<file path="src/hw/rtl/lir_pkg.sv">
// lir_pkg: shared constants and types for the linear interpolation resampler
// used by every module under hw/rtl; no dependencies
`default_nettype none

package lir_pkg;

	localparam int FRAC_BITS_DEF   = 16;
	localparam int SAMPLE_BITS_DEF = 16;
	localparam int STEP_W          = 19;
	localparam int CFG_INDEX_W     = 1;
	localparam int QUEUE_DEPTH     = 4;
	localparam logic [STEP_W-1:0] STEP_RESET = STEP_W'(65536);

	typedef enum logic [CFG_INDEX_W-1:0] {
		CFG_PHASE_STEP     = 1'b0,
		CFG_INTERPOLATE_ON = 1'b1
	} cfg_index_t;

	typedef struct packed {
		logic [STEP_W-1:0] phase_step;
		logic              interpolate_on;
	} cfg_t;

endpackage

`default_nettype wire

</file>
<file path="src/hw/rtl/lir_front.sv">
// lir_front: accepts source frames, keeps the frame pair and the phase,
// and issues one queue entry per output frame; depends on lir_pkg
`default_nettype none

module lir_front import lir_pkg::*; #(
	parameter int FRAC_BITS   = FRAC_BITS_DEF,
	parameter int SAMPLE_BITS = SAMPLE_BITS_DEF,
	localparam int EW         = 4 * SAMPLE_BITS + FRAC_BITS + 1
) (
	input  wire logic                   clk,
	input  wire logic                   arst_n,
	input  wire cfg_t                   cfg,
	input  wire logic                   in_valid,
	output logic                        in_ready,
	input  wire logic [SAMPLE_BITS-1:0] in_left,
	input  wire logic [SAMPLE_BITS-1:0] in_right,
	input  wire logic                   in_restart,
	output logic                        push_valid,
	input  wire logic                   push_ready,
	output logic [EW-1:0]               push_data
);

	localparam int PW = FRAC_BITS + 3;
	localparam int CW = (PW > STEP_W) ? PW : STEP_W;
	localparam logic [PW-1:0] UNIT = PW'(1) << FRAC_BITS;
	localparam logic [CW-1:0] STEP_LO = CW'(1) << (FRAC_BITS - 2);
	localparam logic [CW-1:0] STEP_HI = CW'(1) << (FRAC_BITS + 2);

	typedef enum logic {F_IDLE, F_EMIT} fstate_t;

	fstate_t                state_q;
	logic [1:0]             prime_q;
	logic [PW-1:0]          phase_q;
	logic [SAMPLE_BITS-1:0] cur_l_q, cur_r_q, fol_l_q, fol_r_q;

	logic [CW-1:0]          step_ext;
	logic [PW-1:0]          step;
	logic [PW-1:0]          phase_sum;
	logic [PW-1:0]          phase_sub;
	logic [1:0]             level;
	logic [FRAC_BITS-1:0]   frac;
	logic                   last;

	always_comb begin
		step_ext = CW'(cfg.phase_step);
		if (step_ext < STEP_LO) begin
			step_ext = STEP_LO;
		end else if (step_ext > STEP_HI) begin
			step_ext = STEP_HI;
		end
		step      = step_ext[PW-1:0];
		phase_sum = phase_q + step;
		phase_sub = (phase_q >= UNIT) ? phase_q - UNIT : '0;
		level     = in_restart ? 2'd0 : prime_q;
		frac      = cfg.interpolate_on ? phase_q[FRAC_BITS-1:0] : '0;
		last      = (phase_sum >= UNIT);
	end

	assign in_ready   = (state_q == F_IDLE);
	assign push_valid = (state_q == F_EMIT);
	assign push_data  = {last, frac, fol_r_q, fol_l_q, cur_r_q, cur_l_q};

	always_ff @(posedge clk or negedge arst_n) begin
		if (!arst_n) begin
			state_q <= F_IDLE;
			prime_q <= 2'd0;
			phase_q <= '0;
			cur_l_q <= '0;
			cur_r_q <= '0;
			fol_l_q <= '0;
			fol_r_q <= '0;
		end else begin
			unique case (state_q)
				F_IDLE: begin
					if (in_valid) begin
						if (level == 2'd0) begin
							cur_l_q <= in_left;
							cur_r_q <= in_right;
							phase_q <= '0;
							prime_q <= 2'd1;
						end else if (level == 2'd1) begin
							fol_l_q <= in_left;
							fol_r_q <= in_right;
							prime_q <= 2'd2;
							if (phase_q < UNIT) begin
								state_q <= F_EMIT;
							end
						end else begin
							cur_l_q <= fol_l_q;
							cur_r_q <= fol_r_q;
							fol_l_q <= in_left;
							fol_r_q <= in_right;
							phase_q <= phase_sub;
							if (phase_sub < UNIT) begin
								state_q <= F_EMIT;
							end
						end
					end
				end
				F_EMIT: begin
					if (push_ready) begin
						phase_q <= phase_sum;
						if (last) begin
							state_q <= F_IDLE;
						end
					end
				end
				default: state_q <= F_IDLE;
			endcase
		end
	end

endmodule

`default_nettype wire

</file>
<file path="src/hw/rtl/lir_queue.sv">
// lir_queue: small first-in first-out queue of output frame jobs between
// the front and the back; depends on lir_pkg
`default_nettype none

module lir_queue import lir_pkg::*; #(
	parameter int WIDTH = 8,
	parameter int DEPTH = QUEUE_DEPTH
) (
	input  wire logic             clk,
	input  wire logic             arst_n,
	input  wire logic             wr_valid,
	output logic                  wr_ready,
	input  wire logic [WIDTH-1:0] wr_data,
	output logic                  rd_valid,
	input  wire logic             rd_ready,
	output logic [WIDTH-1:0]      rd_data
);

	localparam int AW = (DEPTH > 1) ? $clog2(DEPTH) : 1;
	localparam int NW = $clog2(DEPTH + 1);

	logic [WIDTH-1:0] slot_q [DEPTH];
	logic [AW-1:0]    wr_ptr_q, rd_ptr_q;
	logic [NW-1:0]    count_q;
	logic             do_wr, do_rd;

	assign wr_ready = (count_q != NW'(DEPTH));
	assign rd_valid = (count_q != '0);
	assign rd_data  = slot_q[rd_ptr_q];
	assign do_wr    = wr_valid && wr_ready;
	assign do_rd    = rd_valid && rd_ready;

	always_ff @(posedge clk) begin
		if (do_wr) begin
			slot_q[wr_ptr_q] <= wr_data;
		end
	end

	always_ff @(posedge clk or negedge arst_n) begin
		if (!arst_n) begin
			wr_ptr_q <= '0;
			rd_ptr_q <= '0;
			count_q  <= '0;
		end else begin
			if (do_wr) begin
				wr_ptr_q <= (wr_ptr_q == AW'(DEPTH - 1)) ? '0 : wr_ptr_q + AW'(1);
			end
			if (do_rd) begin
				rd_ptr_q <= (rd_ptr_q == AW'(DEPTH - 1)) ? '0 : rd_ptr_q + AW'(1);
			end
			if (do_wr && !do_rd) begin
				count_q <= count_q + NW'(1);
			end else if (do_rd && !do_wr) begin
				count_q <= count_q - NW'(1);
			end
		end
	end

endmodule

`default_nettype wire

</file>
<file path="src/hw/rtl/lir_back.sv">
// lir_back: two-stage interpolation pipeline, multiply then floor and add,
// with the output register; depends on lir_pkg
`default_nettype none

module lir_back import lir_pkg::*; #(
	parameter int FRAC_BITS   = FRAC_BITS_DEF,
	parameter int SAMPLE_BITS = SAMPLE_BITS_DEF,
	localparam int EW         = 4 * SAMPLE_BITS + FRAC_BITS + 1
) (
	input  wire logic                   clk,
	input  wire logic                   arst_n,
	input  wire logic                   job_valid,
	output logic                        job_ready,
	input  wire logic [EW-1:0]          job_data,
	output logic                        out_valid,
	input  wire logic                   out_ready,
	output logic [SAMPLE_BITS-1:0]      out_left,
	output logic [SAMPLE_BITS-1:0]      out_right,
	output logic                        out_last
);

	localparam int DW = SAMPLE_BITS + 1;
	localparam int MW = DW + FRAC_BITS + 1;

	logic [SAMPLE_BITS-1:0] cur_l, cur_r, fol_l, fol_r;
	logic [FRAC_BITS-1:0]   frac;
	logic                   last;
	logic signed [DW-1:0]   diff_l, diff_r;
	logic signed [MW-1:0]   prod_l, prod_r;

	logic                   v_s1;
	logic signed [MW-1:0]   prod_l_s1, prod_r_s1;
	logic [SAMPLE_BITS-1:0] cur_l_s1, cur_r_s1;
	logic                   last_s1;

	logic                   out_valid_q;
	logic [SAMPLE_BITS-1:0] out_l_q, out_r_q;
	logic                   out_last_q;

	logic                   out_free, adv_s1;
	logic signed [MW-1:0]   sh_l, sh_r;

	assign {last, frac, fol_r, fol_l, cur_r, cur_l} = job_data;

	always_comb begin
		diff_l = $signed({fol_l[SAMPLE_BITS-1], fol_l}) - $signed({cur_l[SAMPLE_BITS-1], cur_l});
		diff_r = $signed({fol_r[SAMPLE_BITS-1], fol_r}) - $signed({cur_r[SAMPLE_BITS-1], cur_r});
		prod_l = MW'(diff_l) * MW'($signed({1'b0, frac}));
		prod_r = MW'(diff_r) * MW'($signed({1'b0, frac}));
		sh_l   = prod_l_s1 >>> FRAC_BITS;
		sh_r   = prod_r_s1 >>> FRAC_BITS;
	end

	assign out_free  = !out_valid_q || out_ready;
	assign adv_s1    = v_s1 && out_free;
	assign job_ready = !v_s1 || out_free;

	always_ff @(posedge clk) begin
		if (job_valid && job_ready) begin
			prod_l_s1 <= prod_l;
			prod_r_s1 <= prod_r;
			cur_l_s1  <= cur_l;
			cur_r_s1  <= cur_r;
			last_s1   <= last;
		end
		if (adv_s1) begin
			out_l_q    <= cur_l_s1 + sh_l[SAMPLE_BITS-1:0];
			out_r_q    <= cur_r_s1 + sh_r[SAMPLE_BITS-1:0];
			out_last_q <= last_s1;
		end
	end

	always_ff @(posedge clk or negedge arst_n) begin
		if (!arst_n) begin
			v_s1        <= 1'b0;
			out_valid_q <= 1'b0;
		end else begin
			if (job_ready) begin
				v_s1 <= job_valid;
			end
			if (out_free) begin
				out_valid_q <= v_s1;
			end
		end
	end

	assign out_valid = out_valid_q;
	assign out_left  = out_l_q;
	assign out_right = out_r_q;
	assign out_last  = out_last_q;

endmodule

`default_nettype wire

</file>
<file path="src/hw/rtl/linear_interp_resampler.sv">
// linear_interp_resampler: top level, configuration registers and the
// front, queue and back; depends on lir_pkg, lir_front, lir_queue, lir_back
//
// Stereo linear interpolation resampler. Each source beat is taken by the
// front, which then issues one output frame job per cycle while the queue
// has room; a beat holds the input until its n jobs are issued, n (0 to 4)
// being the number of output frames it causes, set by phase_step. The back
// multiplies and adds in a two-stage pipeline and delivers one frame per
// cycle through an output register while m_tready allows; a four-entry
// queue lets the input run ahead of a stalled output. The first two beats
// after reset or restart fill the frame pair; output begins at the second.
`default_nettype none

module linear_interp_resampler import lir_pkg::*; #(
	parameter int FRAC_BITS   = FRAC_BITS_DEF,
	parameter int SAMPLE_BITS = SAMPLE_BITS_DEF,
	localparam int DATA_W     = ((2 * SAMPLE_BITS + 7) / 8) * 8
) (
	input  wire logic                   clk,
	input  wire logic                   arst_n,
	input  wire logic                   s_tvalid,
	output logic                        s_tready,
	input  wire logic [DATA_W-1:0]      s_tdata,  // src_left, src_right
	input  wire logic                   s_tuser,  // restart
	output logic                        m_tvalid,
	input  wire logic                   m_tready,
	output logic [DATA_W-1:0]           m_tdata,  // out_left, out_right
	output logic                        m_tlast,
	input  wire logic                   cfg_valid,
	output logic                        cfg_ready,
	input  wire logic [CFG_INDEX_W-1:0] cfg_index,
	input  wire logic [STEP_W-1:0]      cfg_data
);

	localparam int EW = 4 * SAMPLE_BITS + FRAC_BITS + 1;

	cfg_t                   cfg_q;
	logic                   push_valid, push_ready, job_valid, job_ready;
	logic [EW-1:0]          push_data, job_data;
	logic [SAMPLE_BITS-1:0] out_left, out_right;

	assign cfg_ready = 1'b1;

	always_ff @(posedge clk or negedge arst_n) begin
		if (!arst_n) begin
			cfg_q.phase_step     <= STEP_RESET;
			cfg_q.interpolate_on <= 1'b1;
		end else if (cfg_valid) begin
			unique case (cfg_index_t'(cfg_index))
				CFG_PHASE_STEP:     cfg_q.phase_step     <= cfg_data;
				CFG_INTERPOLATE_ON: cfg_q.interpolate_on <= cfg_data[0];
				default: ;
			endcase
		end
	end

	lir_front #(
		.FRAC_BITS   (FRAC_BITS),
		.SAMPLE_BITS (SAMPLE_BITS)
	) u_front (
		.clk        (clk),
		.arst_n     (arst_n),
		.cfg        (cfg_q),
		.in_valid   (s_tvalid),
		.in_ready   (s_tready),
		.in_left    (s_tdata[SAMPLE_BITS-1:0]),
		.in_right   (s_tdata[2*SAMPLE_BITS-1:SAMPLE_BITS]),
		.in_restart (s_tuser),
		.push_valid (push_valid),
		.push_ready (push_ready),
		.push_data  (push_data)
	);

	lir_queue #(
		.WIDTH (EW),
		.DEPTH (QUEUE_DEPTH)
	) u_queue (
		.clk      (clk),
		.arst_n   (arst_n),
		.wr_valid (push_valid),
		.wr_ready (push_ready),
		.wr_data  (push_data),
		.rd_valid (job_valid),
		.rd_ready (job_ready),
		.rd_data  (job_data)
	);

	lir_back #(
		.FRAC_BITS   (FRAC_BITS),
		.SAMPLE_BITS (SAMPLE_BITS)
	) u_back (
		.clk       (clk),
		.arst_n    (arst_n),
		.job_valid (job_valid),
		.job_ready (job_ready),
		.job_data  (job_data),
		.out_valid (m_tvalid),
		.out_ready (m_tready),
		.out_left  (out_left),
		.out_right (out_right),
		.out_last  (m_tlast)
	);

	assign m_tdata = DATA_W'({out_right, out_left});

endmodule

`default_nettype wire

</file>
<file path="config.mk">
export PLATFORM = sky130hd
export DESIGN_NAME = linear_interp_resampler
export DESIGN_NICKNAME = d
export VERILOG_FILES = /design/src/hw/rtl/lir_pkg.sv /design/src/hw/rtl/lir_front.sv /design/src/hw/rtl/lir_queue.sv /design/src/hw/rtl/lir_back.sv /design/src/hw/rtl/linear_interp_resampler.sv
export SDC_FILE = /design/constraint.sdc
export NUM_CORES = 2
export LEC_CHECK = 0
export ABC_AREA = 1
export ABC_CLOCK_PERIOD_IN_PS = 10600
export BUFFER_PORTS_ARGS = -buffer_cell sky130_fd_sc_hd__buf_2
export CAP_MARGIN = 20
export CORE_MARGIN = 2
export CORE_UTILIZATION = 35
export DETAILED_ROUTE_END_ITERATION = 10
export PLACE_DENSITY = 0.49
export SETUP_SLACK_MARGIN = 0.02
export SLEW_MARGIN = 20
export SYNTH_ARGS = -nofsm -noshare
export SYNTH_HDL_FRONTEND = slang
export SYNTH_SLANG_ARGS = --single-unit
</file>
<file path="constraint.sdc">
create_clock -name clk -period 10.6 [get_ports clk]
set_input_delay 1.59 -clock clk [delete_from_list [all_inputs] [get_ports clk]]
set_output_delay 1.59 -clock clk [all_outputs]
set_load 0.1 [all_outputs]
</file>
==> reports/summary.txt <==
status: finished, final reports clean
Seq cells post-synth: 537
slack of the worst reg-to-reg path: 1240 ps
max capacitance violation total: 0
Hold Buf Count CTS: 0
R2R Path Start: u_queue.rd_ptr_q[0]$_DFFE_PN0P_
top post-synthesis cells by area: edfxtp_1 28%, fa_1 23%, nand2_1 8.2%
synthesized area: 45,400 um2
Inserted Clock Buffers: 56
Synth async-reset ratio: 21.4%
CP max-delay cell: dfrtp_4
Sink Count: 537
Hold EP: u_back.out_last$_DFFE_PP_
P&R area growth vs syn: 9.92%
CTS resizes: 0
WL final: 129,000 um
Post-synth EDFFs: 422
via count: 33,500
Cells after Synth: 4,993
number of remaining DRC errors: 0
max FFs per register: 324
IO Count: 94
crit path DAT: 9690 ps
number of global-route vias before repair: 33,800
port bufs: 92
final instance area: 49,900 um2
# setup viols final: 0
share of the synthesized area in the top cell type: 27.9%
Most flops, register: u_queue.slot_q
Placement Rows: 132
grt total ovfl: 0
endpoint class of the critical path: flip-flop
largest net degree at the start of global routing: 139
warnings from Yosys: 0
gp weighted congestion: 0.899
Area after DPL: 48,000 um2
achievable clock frequency: 0.107 GHz
worst-case clock buffer depth: 3
worst-margin pin slew: 1010 ps
post-synth top area cell: edfxtp_1
RSZ-0062 raised after global routing: false
Min-Delay Path Depth: 0
ys flop type: edfxtp_1
R2R depth: 35
Clk Latency, worst-skew pair: 670 ps
Netlist cell types: 61
initial core utilization: 35.1%
Hold Vio Cnt, Final: 0
DPL Wire Length: 99,500 um
Final Non-Filler Cells: 6,855
Worst slew margin: 32.8%
CTS tree: done
setup ws final: 1240 ps
CP peak stage delay: 620 ps
fill count: 13,200
number of H-tree levels: 2
R2R Path End: u_back.prod_r_s1[22]$_DFFE_PP_
vias per cell: 4.89
layout cells sized above 1: 6.67%
wire per inst: 18.8 um
die area: 133,000 um2
number of detailed-route iterations in the first pass: 6
pre-CTS setup slack: 1450 ps
chip width: 364 um
most used cell, CP: inv_1
Cells after DPL: 6,748
Slew Viols, Final: 0
first-pass GRT wire length: 201,000 um
sequential area share after synthesis: 34.3%
sequential cell area: 15,600 um2
Multi-input gate area: 25,500 um2
Final min period: 9360 ps
nets: 5,899
Core ar.: 129,000 um2
crit path max fanout: 74
Setup Crit Path Kind: reg -> reg
DIE HEIGHT: 364 um
period utilisation layout: 88.3%
Buffers & Inverters on Critical Path: 12
Post-Syn Area per Cell: 9.09 um2
initial antenna violation count: 0
Post-CTS Setup Bufs: 0
setup_tns: 0 ps
Largest regs: u_queue.slot_q: 324 flops, cfg_q: 20 flops, u_front.phase_q: 19 flops
Clk pin slew, worst setup/hold paths: 60 ps
Synth Net Count: 5,828
cell family with most CP delay: adder cells
post-route ant nets: 0
Tot GR Track Use: 19.8%
worst min-delay path startpoint: u_back.last_s1$_DFFE_PP_
Hold Path Class: reg -> reg
type of origin of the critical path: flip-flop
WP data required: 10,930 ps
starting DRC count in detailed routing: 2,382
clk root buf: clkbuf_16
Worst Skew: 64.7 ps
[layer usage]
metal | global-route usage [%] | wire [um] | vias to the layer above
li1 | - | - | 15800
met1 | 27.5 | 59400 | 16900
met2 | 33.0 | 61200 | 705
met3 | 2.27 | 5750 | 119
met4 | 4.61 | 2770 | 0
met5 | 0 | 0 | -
[per-stage QoR]
stage                     hold slack (ps)  utilization, %
after floorplan                       400               -
after global placement                446            37.2
after detailed placement              470            37.2
after CTS                             483            38.6
after global routing                  481            38.6
final                                 479            38.6
[how the worst max path moves through the flow]
stage                                                from                        endpoint  slack, ps  cells after the start
after global placement    u_queue.rd_ptr_q[0]$_DFFE_PN0P_  u_back.prod_r_s1[22]$_DFFE_PP_       1530                     35
after CTS                 u_queue.rd_ptr_q[0]$_DFFE_PN0P_  u_back.prod_r_s1[22]$_DFFE_PP_       1370                     35
after floorplan           u_queue.rd_ptr_q[1]$_DFFE_PN0P_  u_back.prod_l_s1[31]$_DFFE_PP_       2870                     38
after global routing      u_queue.rd_ptr_q[0]$_DFFE_PN0P_  u_back.prod_r_s1[22]$_DFFE_PP_        810                     35
final                     u_queue.rd_ptr_q[0]$_DFFE_PN0P_  u_back.prod_r_s1[22]$_DFFE_PP_       1240                     35
after detailed placement  u_queue.rd_ptr_q[0]$_DFFE_PN0P_  u_back.prod_r_s1[22]$_DFFE_PP_       1450                     35
[cells in the final DEF (no fill, tap or decap), types with 15 or more instances in the layout]
cell	Yosys	final
buf_4	5	67
nand4_1	20	20
nand2_1	986	985
a21oi_1	172	171
nand3_1	265	265
fa_1	525	525
a32oi_1	33	32
nor3_1	26	26
nor2_1	545	541
clkbuf_16	0	56
ha_1	252	252
xor2_1	68	68
xnor2_1	26	24
dfrtp_1	113	111
o21ai_0	209	209
clkbuf_1	78	15
buf_2	54	91
inv_1	971	969
or2_2	16	16
o22ai_1	36	36
edfxtp_1	422	422
[cells by family (layout without fill, tap and decap cells)]
group                    Yosys count  after routing  share of synthesized area, %
XOR/XNOR                          97             97                          1.95
AND/OR/NAND/NOR                 1903           1903                          17.1
flip-flops                       537            537                          34.3
AO/OA/AOI/OAI                    524            524                          6.56
multiplexers                      14             14                         0.347
adder cells (fa/ha/maj)          777            777                          30.1
other                              1              3                       0.00827
buffers and inverters           1140           1258                          9.65
[synth_stat cells (all sizes together) (79+ instances only)]
library cell,number
nand2,1002
inv,983
nor2,547
fa,525
edfxtp,422
nand3,268
ha,252
o21ai,214
a21oi,173
dfrtp,113
clkbuf,79
[final cells by class]
cell class / count / area share [%]
Multi-Input combinational cell: 3316 / 51.2
Sequential cell: 537 / 31.2
Inverter: 992 / 7.48
Tap cell: 1742 / 4.37
Clock buffer: 75 / 3.03
Timing Repair Buffer: 161 / 2.04
Clock inverter: 30 / 0.712
Antenna cell: 2 / 0.0100
Power is not shown: default switching activity piles up to over one toggle a cycle in this logic, so the estimate is an artifact.
